File: src/rtl/core/ipv4_source_range_filter_assert.svh
// Assertion macros used by the filter top level.
// Each macro expects clk and rst in scope.
`ifndef IPV4_SOURCE_RANGE_FILTER_ASSERT_SVH
`define IPV4_SOURCE_RANGE_FILTER_ASSERT_SVH

// Same-cycle implication, disabled while in reset
`define SRF_ASSERT_IMP(lbl, ante, cons, msg) \
  lbl: assert property (@(posedge clk) disable iff (rst) (ante) |-> (cons)) else $error(msg);

// Next-cycle implication, disabled while in reset
`define SRF_ASSERT_NXT(lbl, ante, cons, msg) \
  lbl: assert property (@(posedge clk) disable iff (rst) (ante) |=> (cons)) else $error(msg);

`endif

File: src/rtl/core/srf_pkg.sv
// ----------------------------------------------------------------------------
// srf_pkg
// Shared constants, codes and the token type that moves down the rule chain.
// ----------------------------------------------------------------------------
package srf_pkg;

  // Rule table depth, one chain cell per entry
  localparam int RULE_DEPTH = 64;
  // Cell id width: wide enough for every cell, never narrower than a rule index
  localparam int ID_W = (RULE_DEPTH > 64) ? $clog2(RULE_DEPTH) : 6;

  localparam int IDX_W   = 6;
  localparam int POS_W   = 6;
  localparam int ADDR_W  = 32;
  localparam int S_DATA_W = 80;
  localparam int M_DATA_W = 16;

  // Input tdata layout
  localparam int BYTE_LSB  = 0;
  localparam int RIDX_LSB  = 8;
  localparam int RADDR_LSB = 14;
  localparam int RMASK_LSB = 46;
  localparam int RVAL_BIT  = 78;

  // Frame header constants
  localparam logic [POS_W-1:0] POS_MAX      = 6'd63;
  localparam logic [POS_W-1:0] POS_TYPE_HI  = 6'd12;
  localparam logic [POS_W-1:0] POS_TYPE_LO  = 6'd13;
  localparam logic [POS_W-1:0] POS_SRC_FIRST = 6'd26;
  localparam logic [POS_W-1:0] POS_SRC_LAST = 6'd29;
  localparam logic [POS_W-1:0] IPV4_MIN_LEN = 6'd34;
  localparam logic [15:0]      TYPE_IPV4    = 16'h0800;

  // Request opcodes
  localparam logic OP_FRAME = 1'b0;
  localparam logic OP_RULE  = 1'b1;

  // Verdict and reason codes
  localparam logic       VERDICT_PASS = 1'b0;
  localparam logic       VERDICT_DROP = 1'b1;
  localparam logic [1:0] REASON_SHORT   = 2'd0;
  localparam logic [1:0] REASON_NOMATCH = 2'd1;
  localparam logic [1:0] REASON_MATCH   = 2'd2;

  typedef enum logic [1:0] {
    TOK_NONE  = 2'd0,
    TOK_QUERY = 2'd1,
    TOK_WRITE = 2'd2
  } tok_kind_t;

  // One chain slot: a lookup query or a rule write
  typedef struct packed {
    tok_kind_t          kind;
    logic               short_f;   // query: frame too short or not IPv4
    logic               done;      // query: search finished
    logic               hit;       // query: a rule matched
    logic [IDX_W-1:0]   hit_idx;   // query: matching rule
    logic [IDX_W-1:0]   rule_idx;  // write: target slot
    logic [ADDR_W-1:0]  addr;      // query: source address, write: rule address
    logic [ADDR_W-1:0]  mask;      // write: rule mask
    logic               rvalid;    // write: entry valid bit
  } tok_t;

endpackage

File: src/rtl/core/srf_front.sv
// ----------------------------------------------------------------------------
// srf_front
// Parses frame bytes, tracks position, type and source address, and issues
// query or rule-write tokens into the head of the rule chain.
// ----------------------------------------------------------------------------
module srf_front (
  input  logic                           clk,
  input  logic                           rst,
  input  logic                           adv,
  input  logic                           s_tvalid,
  input  logic [srf_pkg::S_DATA_W-1:0]   s_tdata,
  input  logic                           s_tlast,
  input  logic [0:0]                     s_tuser,
  output srf_pkg::tok_t                  tok
);
  import srf_pkg::*;

  logic [POS_W-1:0]  pos;
  logic [15:0]       frame_type;
  logic [ADDR_W-1:0] src_addr;

  logic [POS_W-1:0]  pos_next;
  logic [15:0]       type_next;
  logic [ADDR_W-1:0] src_next;
  logic [7:0]        byte_in;
  logic              accept;
  tok_t              tok_next;

  assign byte_in = s_tdata[BYTE_LSB +: 8];
  assign accept  = adv && s_tvalid;

  // Update header fields for the incoming byte
  always_comb begin
    pos_next  = (pos < POS_MAX) ? pos + 1'b1 : pos;
    type_next = frame_type;
    src_next  = src_addr;
    if (pos == POS_TYPE_HI) begin
      type_next = {byte_in, frame_type[7:0]};
    end else if (pos == POS_TYPE_LO) begin
      type_next = {frame_type[15:8], byte_in};
    end else if (pos >= POS_SRC_FIRST && pos <= POS_SRC_LAST) begin
      src_next = {src_addr[ADDR_W-9:0], byte_in};
    end
  end

  // Build the token for this request
  always_comb begin
    tok_next          = '0;
    tok_next.kind     = TOK_NONE;
    tok_next.rule_idx = s_tdata[RIDX_LSB +: IDX_W];
    tok_next.mask     = s_tdata[RMASK_LSB +: ADDR_W];
    tok_next.rvalid   = s_tdata[RVAL_BIT];
    if (s_tuser[0] == OP_RULE) begin
      tok_next.addr = s_tdata[RADDR_LSB +: ADDR_W];
      if (accept) begin
        tok_next.kind = TOK_WRITE;
      end
    end else begin
      tok_next.addr    = src_next;
      tok_next.short_f = (pos_next < IPV4_MIN_LEN) || (type_next != TYPE_IPV4);
      if (accept && s_tlast) begin
        tok_next.kind = TOK_QUERY;
      end
    end
  end

  // Advance frame state and the head token
  always_ff @(posedge clk) begin
    if (rst) begin
      pos        <= '0;
      frame_type <= '0;
      src_addr   <= '0;
      tok.kind   <= TOK_NONE;
    end else if (adv) begin
      tok <= tok_next;
      if (accept && s_tuser[0] == OP_FRAME) begin
        if (s_tlast) begin
          pos        <= '0;
          frame_type <= '0;
          src_addr   <= '0;
        end else begin
          pos        <= pos_next;
          frame_type <= type_next;
          src_addr   <= src_next;
        end
      end
    end
  end

endmodule

File: config.mk
export PLATFORM = sky130hd
export DESIGN_NAME = srf_front
export DESIGN_NICKNAME = d
export VERILOG_FILES = /design/src/rtl/core/ipv4_source_range_filter_assert.svh /design/src/rtl/core/srf_pkg.sv /design/src/rtl/core/srf_front.sv
export SDC_FILE = /design/constraint.sdc
export NUM_CORES = 1
export LEC_CHECK = 0
export BUFFER_PORTS_ARGS = -buffer_cell sky130_fd_sc_hd__buf_2
export CORE_MARGIN = 8
export CORE_UTILIZATION = 55
export DETAILED_ROUTE_END_ITERATION = 10
export GPL_TIMING_DRIVEN = 0
export PLACE_DENSITY = 0.85
export RECOVER_POWER = 25
export SETUP_SLACK_MARGIN = 0.2
export SKIP_CTS_REPAIR_TIMING = 1
export SYNTH_ARGS = -nofsm -noshare
export SYNTH_HDL_FRONTEND = slang
export SYNTH_SLANG_ARGS = --single-unit
File: constraint.sdc
create_clock -name clk -period 8.95 [get_ports clk]
set_input_delay 0.895 -clock clk [delete_from_list [all_inputs] [get_ports clk]]
set_output_delay 0.895 -clock clk [all_outputs]
set_load 0.005 [all_outputs]
==> metrics, run 1 <==
Post-synth EDFFs=72; drt first-iter violations=445; synth warn=0; startpoint of the tightest hold check path=frame_type[11]; vias in the first global route=between 4,000 and 5,000; total via count in the routed design=4,625; critical path type=input pin to flip-flop; Post-Place Worst Slack=6.495 ns; x dimension of the die=115.6 µm; Avg Cell Area, Syn=10.95 µm²; netlist area before placement=5454 µm²; GRT Resource Usage Total=24.12%; Yosys reg bits=128; routed len/inst=19.76 µm; number of port buffers=between 150 and 200; number of filler instances in the final layout=644; cell area after layout=approximately 7000 µm²; footprint of the multi-input gates=1931 µm²; cell occurring most often along the worst timing path=clkbuf_1; Max rail drop VDD=0.1372 mV; Final Max Slew Viols=35; worst path buffer plus inverter count=3; largest net degree at the start of global routing=39; max-cap violation count=1; worst hold-check path type=flip-flop to flip-flop; share of synthesized area occupied by flip-flops and latches=approximately 60%; final setup fails=0; RSZ-0062 raised after global routing=no; post-synthesis to final-layout area growth=29.02%; fin nets=between 700 and 800; instance area at placement=6480 µm²; DRC violation count after routing=0; clk buf depth=2; Register-to-Register Setup Slack=6.84 ns; floorplan row count=36; fmax=334.9 MHz; share of flip-flops with an asynchronous set or reset after synthesis=0%; cell class contributing the biggest share of worst-path delay=buffers and inverters; total count of hold-check failures in the final report=0; Worst Setup SP=rst; Storage cell area=3283 µm²; total number of clock tree sinks=128; CTS tree=done; share of post-route cells with drive strength above 1=between 30% and 40%; data arrival time of the critical path=about 3.2 ns; number of antenna violations at the first check in global routing=0; die area=13,360 µm²; Final Worst Setup Slack=5.964 ns; clock-pin slew on the worst setup and hold paths=0.06 ns; I/O pins=roughly 170; status=finished with violations; PwrDens=199.7 nW/µm²; Worst-Skew Late Latency=0.51 ns; post-detailed-placement half-perimeter wirelength=~12 mm; Critical Path Start Type=input pin; final setup TNS=0 ns; global route total overflow=0; number of buffers created by CTS=17; violations in the final reports=capacitance limit, slew limit; chain of cells forming the critical path=clkbuf_1, nor2b_4, clkbuf_1, buf_12; Worst Clk Skew=0.008982 ns; Period Utilization, post-route=33.36%; total routed wirelength=16.40 mm; Routed Antenna Nets=0; Final Wtd Congestion=about 0.9; shortest clock period the worst path allows after layout=2.986 ns; Crit path required time=a little over 9 ns; Initial Util=between 50% and 60%; wire length of the first global-routing pass=roughly 24 mm; critical-path maximum fanout=38; Max-Slew Margin vs Limit=-43.26%; worst slew pin tran=about 2.1 ns; Via-to-Cell Ratio=5.572; element type at the critical path end=flip-flop; standard cell with the maximum stage delay on the critical path=clkbuf_1; total core area=9684 µm²; reg-to-reg critical path startpoint=pos[1]; slowest stage delay, CP=1.53 ns; # H-tree levels=4; number of instances in the synthesized netlist=498; number of detailed-route iterations in the first pass=5; Synth cell types=47; vertical extent of the die=115.6 µm; buffer type at the clock tree root=clkbuf_8; main flop type after synthesis=edfxtp_1; leakage power total=about 0.0027 µW
## cells in the mapped netlist (6+ instances only)
master / n / area (µm²)
dfxtp_1: 56 / 1121
clkbuf_1: 20 / 75.07
nor2_1: 6 / 22.52
nand2_1: 78 / 292.8
nand3_1: 9 / 45.04
nor2b_1: 11 / 68.82
buf_4: 10 / 75.07
edfxtp_1: 72 / 2162
o21ai_0: 60 / 300.3
o21ai_1: 20 / 100.1
mux2i_1: 33 / 330.3
a21oi_1: 57 / 285.3
## power breakdown
group          switching [µW]  internal (µW)
Sequential               5.15            644
Combinational            54.9           36.9
Clock                     265            400
Total                     325           1080
## metal layers
layer | GRT usage [%] | vias up | share of wire (%)
met3 | 6.618 | 30 | 9.7
met2 | 43.18 | 277 | 52
li1 | - | 2160 | -
met1 | 26.22 | 2158 | 36
met5 | 0 | - | 0
met4 | 10.25 | 0 | 2.2
## flip-flops by register name (all words and copies together) (netlist names)
signal      flops
frame_type     16
tok            74
src_addr       32
pos             6
## worst paths after layout
check | depth (start not counted) | to
worst max-delay path | 4 | tok[23]
worst min-delay path | 2 | frame_type[11]
worst max register to register | 8 | tok[49]
worst min register to register | 2 | frame_type[11]
## stage by stage
| stage | util, % | hold slack, ns | total power, µW | instances |
|---|---|---|---|---|
| floorplan | - | 0.4434 | 696.7 | 505 |
| global placement | 66.42 | 0.4547 | 747.6 | 795 |
| detailed placement | 66.91 | 0.4582 | 751.1 | 797 |
| CTS | 72.86 | 0.4684 | 1411 | 829 |
| global route | 72.64 | 0.4955 | 1446 | 829 |
| finish | 72.66 | 0.4681 | 1405 | 830 |
## cells in the final DEF, fill, tap and decap left out, types with 8 or more instances in the layout
cell type | netlist | layout
clkbuf_1 | 20 | 26
edfxtp_1 | 72 | 72
nand2_1 | 78 | 78
a21oi_1 | 57 | 57
mux2i_1 | 33 | 33
conb_1 | 1 | 8
clkbuf_16 | 0 | 16
buf_4 | 10 | 10
o21ai_0 | 60 | 60
dfxtp_1 | 56 | 56
o21ai_1 | 20 | 20
nand3_1 | 9 | 9
buf_2 | 4 | 157
nor2b_1 | 11 | 10
## cell type report
type                       count  area share [%]
inverter                       3          0.1600
tap                          133           2.365
buffer                        42           3.734
clock buffer                  18           5.939
antenna                        1         0.03556
sequential                   128           46.66
multi-input combinational    332           27.44
timing repair buffer         159           11.43
clock inverter                14           2.240
## logic make-up (layout without fill, tap and decap cells)
logic type	Yosys count	count (layout)	synth area share, %
flops	128	128	60.20
fa+ha+maj	5	5	1.147
mux	34	34	6.263
simple gates	131	131	12.30
compound gates	154	154	15.00
other cells	1	9	0.06876
buf+inv	45	236	5.024
## worst register-to-register path: stages (launching register included)
cell	delay [ns]
dfxtp_1	0.44
inv_1	0.12
ha_1	0.25
nor3b_4	0.32
nor3_2	0.10
buf_6	0.18
buf_12	0.16
mux2i_1	0.19
o21ai_1	0.10
(Power assumes the default switching activity.)
==> run 2: changes to the inputs <==
Settings changed: CORE_UTILIZATION 55 to 46, PLACE_DENSITY 0.85 to 0.76.
Clock period 8.95 ns to 2.4 ns, I/O delays scaled along.
==> run 2 against run 1 <==
Against the previous run:
- the run still ends with capacitance limit, slew limit left
- register-to-register slack worse by 6.5 ns
- sequential share of layout area down 2.3 points
- routed wire length increased by 2.7%
- clock skew hardly changed
- sequential power rose to 3.7 times the previous value
- critical path type unchanged
- critical endpoint is now tok[65]
- largest cell class unchanged
- highest routed layer unchanged
==> metrics, run 2 (same netlist as run 1, synthesis figures left out) <==
number of antenna violations at the first check in global routing=0; vertical extent of the die=124.9 µm; Max-Slew Margin vs Limit=-1.409%; PwrDens=766.2 nW/µm²; Worst-Skew Late Latency=0.41 ns; Largest register FFs=74; RSZ-0062 raised after global routing=no; drt first-iter violations=373; number of detailed-route iterations in the first pass=6; Initial Util=47.36%; # H-tree levels=4; Final Wtd Congestion=0.9674; sw frac=21.79%; total routed wirelength=16.85 mm; slowest stage delay, CP=1.21 ns; violations in the final reports=capacitance limit, slew limit; worst slack on hold paths=0.01208 ns; share of post-route cells with drive strength above 1=between 20% and 30%; critical path type=input pin to flip-flop; GRT Resource Usage Total=19.80%; Critical Path Start Type=input pin; total via count in the routed design=4,697; ANT cells=0; logic gate share of total power=6.7%; part of the total power dissipated in the clock network=50.6%; Final Max Slew Viols=13; Crit path required time=2.51 ns; vias in the first global route=4,517; CTS tree=done; chain of cells forming the critical path=clkbuf_1, nor2b_1, buf_12, buf_16; die area=approximately 16,000 µm²; Via-to-Cell Ratio=5.430; element type at the critical path end=flip-flop; utilization of the core after routing=approximately 64%; data arrival time of the critical path=2.24 ns; status=finished with violations; final setup fails=0; worst hold-check path type=input pin to flip-flop; GR Layer Usage met3=5.565%; worst path buffer plus inverter count=3; most frequent cells in the layout=buf_2, nand2_1, edfxtp_1, o21ai_0, a21oi_1; post-detailed-placement half-perimeter wirelength=11.75 mm; cell class contributing the biggest share of worst-path delay=simple AND/OR/NAND/NOR gates; routed len/inst=19.47 µm; Max rail drop VDD=0.4082 mV; clk buf depth=2; internal power consumption=4436 µW; busiest metal layer after global routing=met2; register with the highest flop count=tok; post-synthesis to final-layout area growth=35.72%; largest net degree at the start of global routing=36; NetSw=1236 µW; most common cell after layout, fill and taps aside=buf_2; Routed Antenna Nets=0; buffer type at the clock tree root=clkbuf_16; clock-pin slew on the worst setup and hold paths=roughly 0.060 ns; I/O pins=168; biggest regs=tok x74, src_addr x32, frame_type x16; wire length of the first global-routing pass=24.28 mm; standard cell with the maximum stage delay on the critical path=nor2b_1; number of buffers created by CTS=17; number of port buffers=roughly 160; x dimension of the die=124.9 µm; total count of hold-check failures in the final report=0; Worst Clk Skew=0.009296 ns; Flop pwr share=42.8%; DRC violation count after routing=0; total core area=11,520 µm²; met2 capacity usage during global routing=33.73%; leakage power total=around 0.0028 µW; total number of clock tree sinks=128; worst slew pin tran=1.518 ns; critical-path maximum fanout=35; shortest clock period the worst path allows after layout=2.135 ns; max-cap violation count=1; met1 Use GR=23.24%; fmax=around 470 MHz; global route total overflow=0; floorplan row count=39; fin nets=800; Period Utilization, post-route=88.95%
[run 2: worst reg2reg max path: cells and delay by family (launching register included)]
family,cells,cell delay (ns)
compound gates,1,0.09
fa+ha+maj,1,0.25
buf+inv,3,0.47
flops,1,0.40
mux,1,0.21
simple gates,2,0.36
[run 2: layout make-up]
class / instances / area (µm²)
fillers: 849 / 4114
flip-flops and latches: 128 / 3284
multi-input cells: 332 / 1923
repair buffers: 185 / 1084
clock buffers: 18 / 429.2
plain buffers: 42 / 262.8
clock inverters: 14 / 229.0
well taps: 143 / 178.9
inverters: 3 / 11.26
[run 2: stage by stage]
| step | setup slack (ns) | total power, µW | TNS [ns] | area [µm²] | instances |
|---|---|---|---|---|---|
| floorplan | 0.4299 | 2595 | 0 | 5488 | 505 |
| global placement | -0.07492 | 2792 | -4.816 | 6452 | 805 |
| detailed placement | 0.3282 | 2807 | 0 | 6500 | 807 |
| CTS | 0.3093 | 5643 | 0 | 7158 | 839 |
| global route | 0.1924 | 5824 | 0 | 7402 | 865 |
| finish | 0.2651 | 5671 | 0 | 7402 | 865 |
[run 2: power groups by stage]
stage,Clock (µW),Sequential (µW),Combinational (µW)
after global routing,2980,2430,410
final,2870,2430,378
after global placement,0,2470,321
after detailed placement,0,2470,336
after CTS,2880,2420,340
after floorplan,0,2480,117
[run 2: final timing paths]
check / slack, ns / start / to / cells past startpoint
worst max-delay path: 0.27 / rst / tok[65] / 4
worst min-delay path: 0.01 / s_tdata[50] / tok[5] / 1
worst max register to register: 0.35 / pos[0] / tok[50] / 8
worst min register to register: 0.47 / frame_type[0] / frame_type[0] / 2
[run 2: metal layers]
layer  part of all wire [%]  vias up
met5                      0        -
met4                    1.5        0
met3                    7.9       19
met2                     51      215
met1                     40     2247
li1                       -     2216
