### src/rtl/core/ipv4_source_range_filter_assert.svh
// Assertion macros used by the filter top level.
// Each macro expects clk and rst in scope.
`ifndef IPV4_SOURCE_RANGE_FILTER_ASSERT_SVH
`define IPV4_SOURCE_RANGE_FILTER_ASSERT_SVH

// Same-cycle implication, disabled while in reset
`define SRF_ASSERT_IMP(lbl, ante, cons, msg) \
  lbl: assert property (@(posedge clk) disable iff (rst) (ante) |-> (cons)) else $error(msg);

// Next-cycle implication, disabled while in reset
`define SRF_ASSERT_NXT(lbl, ante, cons, msg) \
  lbl: assert property (@(posedge clk) disable iff (rst) (ante) |=> (cons)) else $error(msg);

`endif

### src/rtl/core/srf_pkg.sv
// ----------------------------------------------------------------------------
// srf_pkg
// Shared constants, codes and the token type that moves down the rule chain.
// ----------------------------------------------------------------------------
package srf_pkg;

  // Rule table depth, one chain cell per entry
  localparam int RULE_DEPTH = 64;
  // Cell id width: wide enough for every cell, never narrower than a rule index
  localparam int ID_W = (RULE_DEPTH > 64) ? $clog2(RULE_DEPTH) : 6;

  localparam int IDX_W   = 6;
  localparam int POS_W   = 6;
  localparam int ADDR_W  = 32;
  localparam int S_DATA_W = 80;
  localparam int M_DATA_W = 16;

  // Input tdata layout
  localparam int BYTE_LSB  = 0;
  localparam int RIDX_LSB  = 8;
  localparam int RADDR_LSB = 14;
  localparam int RMASK_LSB = 46;
  localparam int RVAL_BIT  = 78;

  // Frame header constants
  localparam logic [POS_W-1:0] POS_MAX      = 6'd63;
  localparam logic [POS_W-1:0] POS_TYPE_HI  = 6'd12;
  localparam logic [POS_W-1:0] POS_TYPE_LO  = 6'd13;
  localparam logic [POS_W-1:0] POS_SRC_FIRST = 6'd26;
  localparam logic [POS_W-1:0] POS_SRC_LAST = 6'd29;
  localparam logic [POS_W-1:0] IPV4_MIN_LEN = 6'd34;
  localparam logic [15:0]      TYPE_IPV4    = 16'h0800;

  // Request opcodes
  localparam logic OP_FRAME = 1'b0;
  localparam logic OP_RULE  = 1'b1;

  // Verdict and reason codes
  localparam logic       VERDICT_PASS = 1'b0;
  localparam logic       VERDICT_DROP = 1'b1;
  localparam logic [1:0] REASON_SHORT   = 2'd0;
  localparam logic [1:0] REASON_NOMATCH = 2'd1;
  localparam logic [1:0] REASON_MATCH   = 2'd2;

  typedef enum logic [1:0] {
    TOK_NONE  = 2'd0,
    TOK_QUERY = 2'd1,
    TOK_WRITE = 2'd2
  } tok_kind_t;

  // One chain slot: a lookup query or a rule write
  typedef struct packed {
    tok_kind_t          kind;
    logic               short_f;   // query: frame too short or not IPv4
    logic               done;      // query: search finished
    logic               hit;       // query: a rule matched
    logic [IDX_W-1:0]   hit_idx;   // query: matching rule
    logic [IDX_W-1:0]   rule_idx;  // write: target slot
    logic [ADDR_W-1:0]  addr;      // query: source address, write: rule address
    logic [ADDR_W-1:0]  mask;      // write: rule mask
    logic               rvalid;    // write: entry valid bit
  } tok_t;

endpackage

### src/rtl/core/srf_cell.sv
// ----------------------------------------------------------------------------
// srf_cell
// One rule table entry. Applies rule writes aimed at it and checks passing
// queries against its address and mask, then hands the token on.
// ----------------------------------------------------------------------------
module srf_cell (
  input  logic                     clk,
  input  logic                     rst,
  input  logic                     adv,
  input  logic [srf_pkg::ID_W-1:0] cell_id,
  input  srf_pkg::tok_t            tok_in,
  output srf_pkg::tok_t            tok_out
);
  import srf_pkg::*;

  logic [ADDR_W-1:0] rule_addr;
  logic [ADDR_W-1:0] rule_mask;
  logic              rule_valid;

  logic              wr_hit;
  tok_t              tok_next;

  assign wr_hit = (tok_in.kind == TOK_WRITE) && (ID_W'(tok_in.rule_idx) == cell_id);

  // Resolve a pending query at this entry
  always_comb begin
    tok_next = tok_in;
    if (tok_in.kind == TOK_QUERY && !tok_in.short_f && !tok_in.done) begin
      if (!rule_valid) begin
        tok_next.done = 1'b1;
      end else if (((tok_in.addr ^ rule_addr) & rule_mask) == '0) begin
        tok_next.done    = 1'b1;
        tok_next.hit     = 1'b1;
        tok_next.hit_idx = cell_id[IDX_W-1:0];
      end
    end
  end

  // Store the entry on a matching write
  always_ff @(posedge clk) begin
    if (rst) begin
      rule_valid <= 1'b0;
    end else if (adv && wr_hit) begin
      rule_valid <= tok_in.rvalid;
    end
  end

  always_ff @(posedge clk) begin
    if (adv && wr_hit) begin
      rule_addr <= tok_in.addr;
      rule_mask <= tok_in.mask;
    end
  end

  // Hand the token to the next cell
  always_ff @(posedge clk) begin
    if (rst) begin
      tok_out.kind <= TOK_NONE;
    end else if (adv) begin
      tok_out <= tok_next;
    end
  end

endmodule

### config.mk
export PLATFORM = sky130hd
export DESIGN_NAME = srf_cell
export DESIGN_NICKNAME = d
export VERILOG_FILES = /design/src/rtl/core/ipv4_source_range_filter_assert.svh /design/src/rtl/core/srf_pkg.sv /design/src/rtl/core/srf_cell.sv
export SDC_FILE = /design/constraint.sdc
export NUM_CORES = 1
export LEC_CHECK = 0
export BUFFER_PORTS_ARGS = -buffer_cell sky130_fd_sc_hd__buf_4
export CAP_MARGIN = 25
export CORE_MARGIN = 3
export CORE_UTILIZATION = 40
export DETAILED_ROUTE_END_ITERATION = 6
export MAX_ROUTING_LAYER = met4
export PLACE_DENSITY = 0.71
export SETUP_SLACK_MARGIN = 0.02
export SLEW_MARGIN = 20
export SYNTH_ARGS = -nofsm -noshare
export SYNTH_HDL_FRONTEND = slang
export SYNTH_SLANG_ARGS = --single-unit
### constraint.sdc
create_clock -name clk -period 23.4 [get_ports clk]
set_input_delay 1.17 -clock clk [delete_from_list [all_inputs] [get_ports clk]]
set_output_delay 1.17 -clock clk [all_outputs]
set_load 0.02 [all_outputs]
==> results of run 1 <==
logic make-up after synthesis:
family / after synthesis / synth area share
flops: 147 / 0.868
xor+xnor: 38 / 0.0659
compound gates: 17 / 0.0253
simple gates: 17 / 0.0213
mux: 9 / 0.0193
worst register-to-register path: stages, from the launching register on:
cell and delay, ns:
edfxtp_1 0.38, xor2_1 0.17, a22oi_1 0.21, nand4_1 0.20
nor4_2 0.44, nand3_2 0.26, mux2_2 0.33
power by group through the flow:
stage | combinational [uW] | sequential, uW | clock (uW)
floorplan | 6.75 | 322 | 0
global placement | 50.7 | 309 | 0
detailed placement | 51.6 | 309 | 0
CTS | 51.7 | 304 | 288
global route | 54.5 | 304 | 300
finish | 51.1 | 303 | 283
cells in the final DEF, fill, tap and decap left out, types with 2 or more instances in the layout:
cell	instances
a22oi_1	16
buf_4	174
bufinv_16	5
clkbuf_16	17
clkinv_1	3
clkinvlp_4	3
dfxtp_1	3
edfxtp_1	144
mux2_2	6
mux2i_1	3
nand3_1	2
nand4_1	4
nor2_1	3
nor4_2	2
xnor2_1	6
xor2_1	32
worst paths after layout:
check,from,endpoint,slack [ns]
max reg2reg,rule_addr[26],tok_out[76],21.17
max,tok_in[59],tok_out[76],20.70
min reg2reg,tok_out[81],tok_out[81],0.51
min,tok_out[81],tok_out[81],0.51
sequential cells by signal, summed over array words and instances, names as in the netlist:
signal,count
rule_addr,32
tok_out,82
rule_mask,32
rule_valid,1
synthesized netlist by cell type, drive strengths merged:
master	count	area share
nor2	3	0.0022
nor4b	1	0.0017
nand2b	1	0.0012
nand3	3	0.0040
mux2i	3	0.0059
a21o	1	0.0015
a22oi	16	0.024
nor2b	1	0.0012
dfxtp	3	0.012
or2b	1	0.0015
mux2	6	0.013
xnor2	6	0.010
nor4	2	0.0037
xor2	32	0.056
nand2	1	0.00074
edfxtp	144	0.86
nand4	4	0.0050
metrics by stage:
stage                     worst slack (ns)  hold WS (ns)
after floorplan                      15.03         0.504
after global placement               20.20         0.487
after detailed placement             20.17         0.494
after CTS                            20.62         0.511
after global routing                 20.51         0.547
final                                20.70         0.512
cell type report:
cell class	instances	share of cell area
Sequential cell	147	0.608
Clock buffer	18	0.0595
Tap cell	168	0.0291
Multi-Input combinational cell	81	0.0942
Clock inverter	12	0.0262
Timing Repair Buffer	175	0.183
routing by layer:
layer	vias up	part of all wire
li1	1291	-
met1	1316	0.40
met2	101	0.52
met3	15	0.062
met4	0	0.020
met5	-	0
==> results.md, run 1 <==
* Run status: finished, final reports clean
* Post-DRT Antenna Nets at 0
* CTS Sinks at between 100 and 150
* GRT Residual Overflow at 0
* Vias per inst at 4.53
* Crit start category: input pin
* Slew Limit Fails at 0
* Count of final hold-check violations at 0
* Hold depth at 2
* Antenna violations before repair at 0
* Vias in the first global route at 2905
* Fillers at 926
* Net count, final at roughly 510
* ANT cells at 0
* Site Rows at 40
* Skew-Pair Late Insertion Delay at 0.41 ns
* Max Cap Viol at 0
* Pin count of the biggest net entering global routing at 66
* Share of total power in the clock network at 0.444
* Port Buffers at roughly 170
* Syn Inst Count at 228
* GRT met3 Usage at 0.0579
* Multi-input logic area at slightly below 700 um2
* Overall Power at 637 uW
* CTS buffer count at 17
* GRT Max-Usage Layer: met2
* Crit-path slowest cell: nor4_2
* Slew of the pin with the lowest slew margin at 0.835 ns
* Clk slew on worst S/H paths at roughly 0.060 ns
* NetSw at 126 uW
* Lkg Pwr at 0.00275 uW
* Postcts setup bufs at 0
* Crit-path max FO at 7
* Slew HR at 0.443
* Initial Util at 0.415
* Crit end category: flop
* Post-synthesis sequential area ratio at 0.868
* Critical Path, Cell by Cell: buf_4, xor2_1, a22oi_1, nand4_1, nor4_2, nand3_2, mux2_2
* Final Core Density at 0.593
* Worst path bufs/invs at 1
* Final Non-Filler Cells at 601
* Global-route wire length before repair at approximately 15000 um
* Worst EP required at 23.56 ns
* #FFs+latches synth at roughly 150
* Synth warn at 0
* Core Region at between 10000 and 15000 um2
* Clk_skew at approximately 0.0053 ns
* Clock Path Buffers at 2
* Fmax at 370 MHz
* Final Setup Violations at 0
* FF+latch area at 4380 um2
* Arrival @ worst endpoint at 2.86 ns
* Yosys cell types at 19
* DRC at 0
* Area grow syn2layout at 42.8%
* Syn Area/Cell at 22.1 um2
* Levels on crit path at 7
* Final WL at 9870 um
* Hold Buf Count CTS at 0
* CTS tree: yes
* Starting DRT DRC Count at 131
* Seq pwr share at 0.476
* Post-route cell area at 7210 um2
* Post-Route Setup TNS at 0 ns
* Combinational share of power at 0.080
* Die H at 118 um
* Boundary Pins at 173
* Worst Hold Class: flop to flop
* Switching share of power at 0.197
* GRT Overall Usage at 0.148
* RePlAce Congestion at 0.793
* DR WL/cell at 16.4 um
* Syn Nets at 319
* PD cells at 88.3 nW/um2
* Root Driver: clkbuf_16
* Max incr delay on CP at 0.43 ns
* RSZ-0062 raised after global routing: false
* Cell Count Post-Placement at between 500 and 600
* GR met1 Demand/Resource at 0.168
* Die X-Extent at 118 um
* Global-route met2 utilization at 0.232
* Via Count at 2723
* Hpwl dp at about 7000 um
* Post-placement cell area at 6580 um2
* Final period util at 0.115
* Share of post-route cells with drive strength above 1 at 0.487
* Drt pass-1 iters at 4
* Min Tclk post-route at 2.70 ns
* Post-cts sizing count at 0
* Internal at 511 uW
* Worst vdd ir at 65.0 uV
* R2r worst-path depth at 6
* Critical path class: input pin to flop
* Die area at 14000 um2
* H-tree levels at 4
* CP top delay family: simple AND/OR/NAND/NOR gates
* Mapped cell area at 5050 um2
No activity file was read; power rests on OpenSTA's default activity.
==> inputs of run 2 (changes only) <==
- ABC_AREA: unset -> 1
- PLACE_DENSITY: 0.71 -> 0.7
- clock period: 23.4 -> 2.8 ns (I/O delays scaled with it)
==> run 2 against run 1 <==
  * Synthesized cell count grew 70%
  * Design area grew 16%
  * Synthesized area grew 7.3%
  * Total power grew to 8.1 times the previous value
  * Critical path type unchanged
  * Non-clock buffer count grew 82
  * Die area grew 6.9%
  * Highest routed layer unchanged
  * Critical endpoint is now rule_addr[11]
==> results.md, run 2 <==
* CTS buffer count at 17 (unchanged)
* Final Setup Violations at 0 (unchanged)
* Synth cell count leaders: 144 x edfxtp_1, 103 x nand2_1, 67 x inv_1, 31 x nand3_1, 10 x nor2_1 (was 144 x edfxtp_1, 32 x xor2_1, 16 x a22oi_1, 6 x mux2_2, 6 x xnor2_1)
* Post-placement cell area at 6970 um2 (was 6580 um2)
* Final Non-Filler Cells at 849 (was 601)
* Slew Limit Fails at 0 (unchanged)
* Clk_skew at 0.0106 ns (was 0.00529 ns)
* Post-synth EDFFs at 144 (unchanged)
* Post-synthesis sequential area ratio at 0.809 (was 0.868)
* Clk slew on worst S/H paths at 0.06 ns (about the same)
* Via Count at 3825 (was 2723)
* Post-DRT Antenna Nets at 0 (unchanged)
* Count of final hold-check violations at 0 (unchanged)
* Root Driver: clkbuf_16 (unchanged)
* Asr flop ratio synth at 0 (unchanged)
* Pin count of the biggest net entering global routing at 61 (was 66)
* Net count, final at 755 (was 513)
* Min Tclk post-route at roughly 2.0 ns
* CTS tree: yes (unchanged)
* Max Cap Viol at 0 (unchanged)
* Largest registers: tok_out (82), rule_addr (32), rule_mask (32) (unchanged)
* Worst Hold Class: input pin to flop (was flop to flop)
* Fillers at 999 (was 926)
* Vias per inst at 4.51 (was 4.53)
* GRT Overall Usage at 0.179 (was 0.148)
* Seq pwr share at 0.494 (was 0.476)
* Switching share of power at 0.222 (was 0.197)
* Site Rows at 41 (was 40)
* #FFs+latches synth at 147 (unchanged)
* Arrival @ worst endpoint at 2.06 ns (was 2.86 ns)
* Crit start category: input pin (unchanged)
* DR WL/cell at 14.7 um (was 16.4 um)
* Fmax at 510 MHz
* Share of post-route cells with drive strength above 1 at 0.315 (was 0.487)
* Die H at 122 um (was 118 um)
* Synth warn at 0 (unchanged)
* H-tree levels at 4 (unchanged)
* Reg with most FFs: tok_out (unchanged)
* Postcts setup bufs at 0 (unchanged)
* Mapped cell area at 5420 um2 (was 5050 um2)
* Max reg flops at 82 (unchanged)
* Core Region at 12900 um2 (was 12200 um2)
* Worst vdd ir at 455 uV (was 65.0 uV)
* Port Buffers at 172 (unchanged)
* ANT cells at 0 (unchanged)
* Slew of the pin with the lowest slew margin at 0.808 ns (was 0.835 ns)
* Antenna violations before repair at 0 (unchanged)
* Most common cell after layout, fill and taps aside: buf_4 (unchanged)
* Critical path class: input pin to flop (unchanged)
* Die X-Extent at 122 um (was 118 um)
* GRT Residual Overflow at 0 (unchanged)
* DRC at 0 (unchanged)
* Top-count cell post-synth: edfxtp_1 (unchanged)
* Die area at 15000 um2 (was 14000 um2)
* Global-route wire length before repair at 19700 um (was 15100 um)
* Yosys top cell area share at 0.798 (was 0.856)
* Yosys cell types at 21 (was 19)
* Syn Nets at 479 (was 319)
* Share of total power in the clock network at 0.404 (was 0.444)
* Final WL at 12500 um (was 9870 um)
* Run status: finished, final reports clean (unchanged)
* Crit end category: flop (unchanged)
* Vias in the first global route at 4079 (was 2905)
* RePlAce Congestion at 0.811 (was 0.793)
* Worst EP required at 2.90 ns (was 23.56 ns)
* Slew HR at 0.461 (was 0.443)
* Crit-path max FO at 44 (was 7)
* RSZ-0062 raised after global routing: false (unchanged)
* Syn Inst Count at 388 (was 228)
* Cell Count Post-Placement at 735 (was 570)
* Lkg Pwr at 0.00354 uW (was 0.00275 uW)
* Skew-Pair Late Insertion Delay at 0.42 ns (was 0.41 ns)
* Final period util at 0.700
* NetSw at 1140 uW (was 126 uW)
* PD cells at 616 nW/um2 (was 88.3 nW/um2)
* Top FF cell, synth: edfxtp_1 (unchanged)
* Clock Path Buffers at 2 (unchanged)
* Top cells by area, synth: edfxtp_1 80%, nand2_1 7.1%, inv_1 4.6% (was edfxtp_1 86%, xor2_1 5.6%, a22oi_1 2.4%)
* Area grow syn2layout at 53.8% (was 42.8%)
* Boundary Pins at 173 (unchanged)
* Syn Area/Cell at 14.0 um2 (was 22.1 um2)
* Post-route cell area at 8330 um2 (was 7210 um2)
* CTS Sinks at 147 (unchanged)
* Post-Route Setup TNS at 0 ns (unchanged)
* Starting DRT DRC Count at 326 (was 131)
* Hpwl dp at 8070 um (was 7010 um)
* Combinational share of power at 0.102 (was 0.080)
* Commonest cells after routing, fill and taps aside: 174 x buf_4, 144 x edfxtp_1, 103 x nand2_1 (was 174 x buf_4, 144 x edfxtp_1, 32 x xor2_1)
* Post-synth top area cell: edfxtp_1 (unchanged)
* Initial Util at 0.419 (was 0.415)
* Internal at 3990 uW (was 511 uW)
* Drt pass-1 iters at 4 (unchanged)
==> run 2: stage by stage <==
step	setup slack [ns]	hold slack (ns)	util	total power (uW)
floorplan	0.122	0.209	-	2740
global placement	1.05	0.329	0.539	3000
detailed placement	0.986	0.330	0.539	3010
CTS	0.902	0.00292	0.645	5170
global route	0.717	0.0174	0.645	5330
finish	0.840	0.0229	0.645	5130
==> run 2: cell families after synthesis <==
| group | share of synthesized area |
|---|---|
| xor+xnor | 0.00485 |
| flops | 0.809 |
| buf+inv | 0.0464 |
| simple gates | 0.131 |
| compound gates | 0.00854 |
==> run 2: final timing paths <==
check / startpoint / end / slack [ns] / cells after the start
setup / recovery: tok_in[69] / rule_addr[11] / 0.84 / 8
hold / removal: tok_in[78] / tok_out[78] / 0.02 / 3
setup reg to reg: rule_addr[15] / tok_out[76] / 1.01 / 10
hold reg to reg: tok_out[81] / tok_out[81] / 0.46 / 2
==> run 2: per-layer routing <==
layer | GRT usage | wire (um) | up-vias
li1 | - | - | 1876
met4 | 0.0784 | 227 | 0
met1 | 0.191 | 4820 | 1790
met3 | 0.0484 | 637 | 20
met5 | - | 0 | -
met2 | 0.313 | 6800 | 139
==> run 2: critical path, stage by stage <==
cell           delay, ns
dlygate4sd3_1       0.57
buf_4               0.16
xnor2_1             0.14
nand2_1             0.07
nor3_1              0.13
nand2_1             0.12
inv_2               0.38
buf_12              0.31
==> run 2: layout make-up <==
type | count | area (um2) | share of cell area
multi-input combinational | 174 | 790 | 0.0947
sequential | 147 | 4380 | 0.526
inverter | 67 | 251 | 0.0302
clock inverter | 14 | 116 | 0.0140
timing repair buffer | 257 | 2150 | 0.258
clock buffer | 18 | 429 | 0.0515
tap | 172 | 215 | 0.0258
==> run 2: repair_timing <==
item / in CTS / in global routing
hold endpoints to repair: 145 / 0
gates resized for setup: 0 / 0
hold buffers: 82 / 0
==> run 2: power groups by stage <==
stage	logic, uW	clock network (uW)	registers [uW]
3_3_place_gp	422	0	2580
6_report	526	2070	2530
5_1_grt	565	2230	2540
3_5_place_dp	432	0	2580
2_1_floorplan	63.4	0	2680
4_1_cts	527	2110	2530
